`config.mk`:
```
export PLATFORM = sky130hd
export DESIGN_NAME = swiw_queue
export DESIGN_NICKNAME = d
export VERILOG_FILES = /design/src/rtl/core/swiw_pkg.sv /design/src/rtl/core/swiw_queue.sv
export SDC_FILE = /design/constraint.sdc
export NUM_CORES = 1
export LEC_CHECK = 0
export BUFFER_PORTS_ARGS = -buffer_cell sky130_fd_sc_hd__buf_2
export CELL_PAD_IN_SITES_DETAIL_PLACEMENT = 2
export CELL_PAD_IN_SITES_GLOBAL_PLACEMENT = 2
export CORE_UTILIZATION = 42
export CTS_BUF_LIST = sky130_fd_sc_hd__clkbuf_4 sky130_fd_sc_hd__clkbuf_8
export CTS_CLUSTER_DIAMETER = 40
export DETAILED_ROUTE_END_ITERATION = 6
export GPL_ROUTABILITY_DRIVEN = 1
export GPL_TIMING_DRIVEN = 1
export PLACE_DENSITY_LB_ADDON = 0.1
export SETUP_SLACK_MARGIN = 0.5
export SYNTH_ARGS = -nofsm -noshare
export SYNTH_HDL_FRONTEND = slang
export SYNTH_SLANG_ARGS = --single-unit
```
`constraint.sdc`:
```
create_clock -name clock -period 2.8 [get_ports clock]
set_input_delay 0.28 -clock clock [delete_from_list [all_inputs] [get_ports clock]]
set_output_delay 0.28 -clock clock [all_outputs]
set_load 0.01 [all_outputs]
```
`src/rtl/core/swiw_pkg.sv`:
```
`default_nettype none

package swiw_pkg;

   // Fixed field widths of the request and response payloads.
   localparam int COORD_BITS      = 8;
   localparam int PIXEL_BITS      = 32;
   localparam int OFFSET_BITS     = 8;
   localparam int TABLE_DEPTH     = 128;
   localparam int TABLE_ADDR_BITS = $clog2(TABLE_DEPTH);
   localparam int MAX_SIZE        = 256;
   localparam int SIZE_BITS       = 9;
   localparam int PHASE_BITS      = 7;
   localparam int IMAGE_ADDR_BITS = 2 * COORD_BITS;
   localparam int IMAGE_DEPTH     = MAX_SIZE * MAX_SIZE;
   // Signed width that holds a coordinate plus any displacement.
   localparam int POS_BITS        = COORD_BITS + 2;

   // Request function codes.
   localparam logic [1:0] FUNC_TABLE_WR = 2'd0;
   localparam logic [1:0] FUNC_PIXEL_WR = 2'd1;
   localparam logic [1:0] FUNC_READ     = 2'd2;

   // Configuration register indexes.
   localparam logic CSR_PHASE = 1'b0;
   localparam logic CSR_SIZE  = 1'b1;

   localparam logic [SIZE_BITS-1:0] SIZE_RESET = SIZE_BITS'(MAX_SIZE);

   // Queue between the front and the back.
   localparam int QUEUE_DEPTH    = 4;
   localparam int QUEUE_PTR_BITS = $clog2(QUEUE_DEPTH);
   localparam int QUEUE_CNT_BITS = QUEUE_PTR_BITS + 1;

   typedef enum logic {
      KIND_PIXEL_WR = 1'b0,
      KIND_READ     = 1'b1
   } swiw_kind_type;

   typedef struct packed {
      swiw_kind_type                kind;
      logic [COORD_BITS-1:0]        x;
      logic [COORD_BITS-1:0]        y;
      logic [PIXEL_BITS-1:0]        pixel;
      logic signed [OFFSET_BITS-1:0] dx_raw;
      logic signed [OFFSET_BITS-1:0] dy_raw;
   } swiw_item_type;

   typedef struct packed {
      logic empty;
      logic full;
      logic almost_full;
   } swiw_q_status_type;

endpackage

`default_nettype wire

```
`src/rtl/core/swiw_queue.sv`:
```
`default_nettype none

module swiw_queue
   import swiw_pkg::*;
(
   input  wire logic              clock,
   input  wire logic              reset,
   input  wire logic              push,
   input  wire swiw_item_type     push_item,
   input  wire logic              pop,
   output swiw_item_type          head,
   output swiw_q_status_type      status
);

   swiw_item_type q_mem [QUEUE_DEPTH];

   logic [QUEUE_PTR_BITS-1:0] wr_ptr_ff, rd_ptr_ff;
   logic [QUEUE_CNT_BITS-1:0] count_ff, count_in;
   logic                      do_push, do_pop;

   assign do_pop  = pop && count_ff != '0;
   assign do_push = push && (count_ff != QUEUE_CNT_BITS'(QUEUE_DEPTH) || do_pop);

   always_comb begin
      count_in = count_ff;
      if (do_push && !do_pop) begin
         count_in = count_ff + 1'b1;
      end else if (do_pop && !do_push) begin
         count_in = count_ff - 1'b1;
      end
   end

   always_ff @(posedge clock) begin
      if (do_push) begin
         q_mem[wr_ptr_ff] <= push_item;
      end
   end

   always_ff @(posedge clock) begin
      if (reset) begin
         wr_ptr_ff <= '0;
         rd_ptr_ff <= '0;
         count_ff  <= '0;
      end else begin
         if (do_push) begin
            wr_ptr_ff <= wr_ptr_ff + 1'b1;
         end
         if (do_pop) begin
            rd_ptr_ff <= rd_ptr_ff + 1'b1;
         end
         count_ff <= count_in;
      end
   end

   assign head               = q_mem[rd_ptr_ff];
   assign status.empty       = count_ff == '0;
   assign status.full        = count_ff == QUEUE_CNT_BITS'(QUEUE_DEPTH);
   // Leaves room for the request that sits in the front register.
   assign status.almost_full = count_ff >= QUEUE_CNT_BITS'(QUEUE_DEPTH - 2);

endmodule

`default_nettype wire

```
==> out/results.tsv <==
stage	metric	value	unit
outcome	status	completed	
finish	area_growth	27.5	%
placed_design	hpwl	14200	um
global_route	antenna_found_initial	1	
drt	ant_nets	0	
finish	drive_above_1_share	45.6	%
global_route	grt_usage	19.9	%
die	pin_count	137	
drt	drtPass1Iterations	4	
flow_run	max-cap-violations	0	
drt	wl	23300	um
logic_synthesis	ys_seq_elements	269	
power_and_ir_drop	swShare	27.0	%
timing	final.min_clock_period	2240	ps
die	die_x	156	um
global_route	grt_pass1_wl	34900	um
timing	fmax	447	MHz
critical_path	crit_type	register to output pin	
power_and_ir_drop	pwr-share-comb	23.1	%
global_route	first_global_vias	5797	
power_and_ir_drop	internal_power	7.90	mW
finish	nets	722	
logic_synthesis	syn-instance-count	388	
critical_path	cp-start-kind	register	
die	core_area	22900	um^2
timing	final_hold_viol_count	0	
finish	mostFrequentLayoutCell	edfxtp_1	
power_and_ir_drop	p_switching	2.92	mW
logic_synthesis	syn_nets	463	
critical_path	critPathCaptureType	output pin	
drt	drt-initial-drc-count	222	
drt	viasPerCell	5.03	
die	die_h	156	um
timing	fin_crit_sh	79.9	%
power_and_ir_drop	p_clk_share	30.8	%
global_route	grt_overflow	0	
timing	skew	20.6	ps
timing	finalSetupViolCount	0	
logic_synthesis	syn_area	9910	um^2
logic_synthesis	yosysWarnings	0	
power_and_ir_drop	peakVddDrop	0.000501	V
critical_path	crit_arrival	1960	ps
power_and_ir_drop	p_leak	4.38	nW
clock_tree	clkSinkCount	269	
timing	rsz0062_at_grt	yes	
min_path	hp-class	input pin to register	
clock_tree	cts_tree	built	
power_and_ir_drop	finalPower	10.8	mW
power_and_ir_drop	p_per_area	856	nW/um^2
placed_design	port_buffers	136	
placed_design	gp_congestion	0.727	
logic_synthesis	yosysSeqAreaShare	80.6	%
clock_tree	numCtsBuffers	47	
drt	drc_errors	0	
logic_synthesis	synth_cell_types	26	
timing	hold_ws	48.2	ps
timing	worst_slew_pin_slew	485	ps
drt	wl_per_cell	23.5	um
clock_tree	clk_latency	540	ps
global_route	grt_max_degree	36	
clock_tree	htreeDepth	2	
timing	slew_viol_final	0	
finish	final_cell_mix	260 x edfxtp_1, 136 x buf_2, 65 x mux4_2, 65 x dlygate4sd3_1, 49 x clkbuf_8	
die	dieArea	24200	um^2
clock_tree	cts_root_buffer	clkbuf_8	
logic_synthesis	synth.avg_cell_area	25.5	um^2
clock_tree	clk_path_buf_depth	3	
die	start_util	43.2	%
clock_tree	clkTransAtPathRegs	60	ps
timing	setup-tns-final	0	ps
die	rows	55	
drt	via_count	4974	
critical_path	required	2520	ps
critical_path	cp_max_fo	22	
timing	slew_headroom	67.3	%
power_and_ir_drop	p_seq_share	46.1	%
==> through the flow <==
stage | utilization (%) | cell area (um^2) | setup slack, ps | cells
floorplan | - | 9910 | 683 | 388
detailed placement | 48.2 | 11000 | 356 | 839
global placement | 48.2 | 11000 | 569 | 839
CTS | 55.0 | 12600 | 498 | 985
global route | 55.1 | 12600 | 468 | 989
finish | 55.1 | 12600 | 563 | 989
==> cells in the mapped netlist <==
master | count | area share (%)
mux2i_1 | 2 | 0.20
buf_12 | 5 | 1.0
nor3_1 | 1 | 0.050
buf_2 | 6 | 0.30
clkbuf_1 | 2 | 0.076
or3_1 | 1 | 0.063
buf_6 | 1 | 0.11
or2_2 | 1 | 0.063
inv_1 | 4 | 0.15
ha_1 | 5 | 0.63
o31ai_1 | 1 | 0.076
a21boi_2 | 1 | 0.11
dfxtp_1 | 9 | 1.8
nor3b_4 | 1 | 0.19
o21ai_0 | 1 | 0.050
nand2b_1 | 2 | 0.13
a21oi_1 | 1 | 0.050
mux2_2 | 1 | 0.11
buf_4 | 1 | 0.076
nor2_1 | 7 | 0.27
xor2_1 | 4 | 0.35
edfxtp_1 | 260 | 79
o311ai_0 | 1 | 0.088
mux4_2 | 65 | 15
fa_1 | 1 | 0.20
and2_1 | 4 | 0.25
==> final cells by class <==
cell class / instances / area [um^2]
antenna: 1 / 2.50
clock buffer: 68 / 817
clock inverter: 9 / 37.5
fill: 1938 / 10300
inverter: 4 / 15.0
multi-input combinational: 100 / 1770
sequential: 269 / 8000
tap: 313 / 392
timing repair buffer: 225 / 1600
==> flip-flops by register name, summed over array words and instances, names as in the netlist, named ones only <==
register and count:
q_mem 260, rd_ptr_ff 2, wr_ptr_ff 2, count_ff 3
==> power groups by stage <==
stage                     registers [mW]  clock network, mW  logic [mW]
final                               4.98               3.33        2.50
after CTS                           4.99               3.42        2.56
after detailed placement            5.13                  0        2.35
after global placement              5.08                  0        2.28
after global routing                5.01               3.59        2.70
after floorplan                     4.95                  0        1.64
==> cell families after synthesis <==
family,count (synthesis),share of synthesized area (%)
and+or+nand+nor,17,1.01
muxes,68,15.1
xor gates and xnor gates,4,0.353
adders and majority gates,6,0.833
buffers and inverters,19,1.73
AOI/OAI and AO/OA,5,0.379
DFF,269,80.6
==> layer usage <==
metal	share of wire, %	GRT usage (%)
met5	0	0
met4	1.7	5.79
met3	4.2	3.92
met2	54	36.2
met1	40	23.9
==> repair_timing <==
| action | CTS | global route |
|---|---|---|
| endpoints found under the setup margin | 64 | 17 |
| setup buffers | 4 | 3 |
| hold buffers | 65 | 0 |
| gates resized for setup | 3 | 2 |
| pin swaps | 0 | 1 |
| endpoints found under the hold margin | 260 | 0 |
==> critical path, stage by stage (launching register included) <==
cell,delay (ps)
dfxtp_4,450
buf_12,250
mux4_2,550
buf_2,160
==> worst paths after layout <==
path	start	end	slack (ps)	cells after the start
max reg2reg	count_ff[0]$_SDFFE_PP0P_	count_ff[2]$_SDFFE_PP0P_	640	7
min reg2reg	rd_ptr_ff[0]$_SDFFE_PP0N_	register	540	2
min	reset	register	50	2
max	register	head[32]	560	3
(Power assumes the default switching activity.)
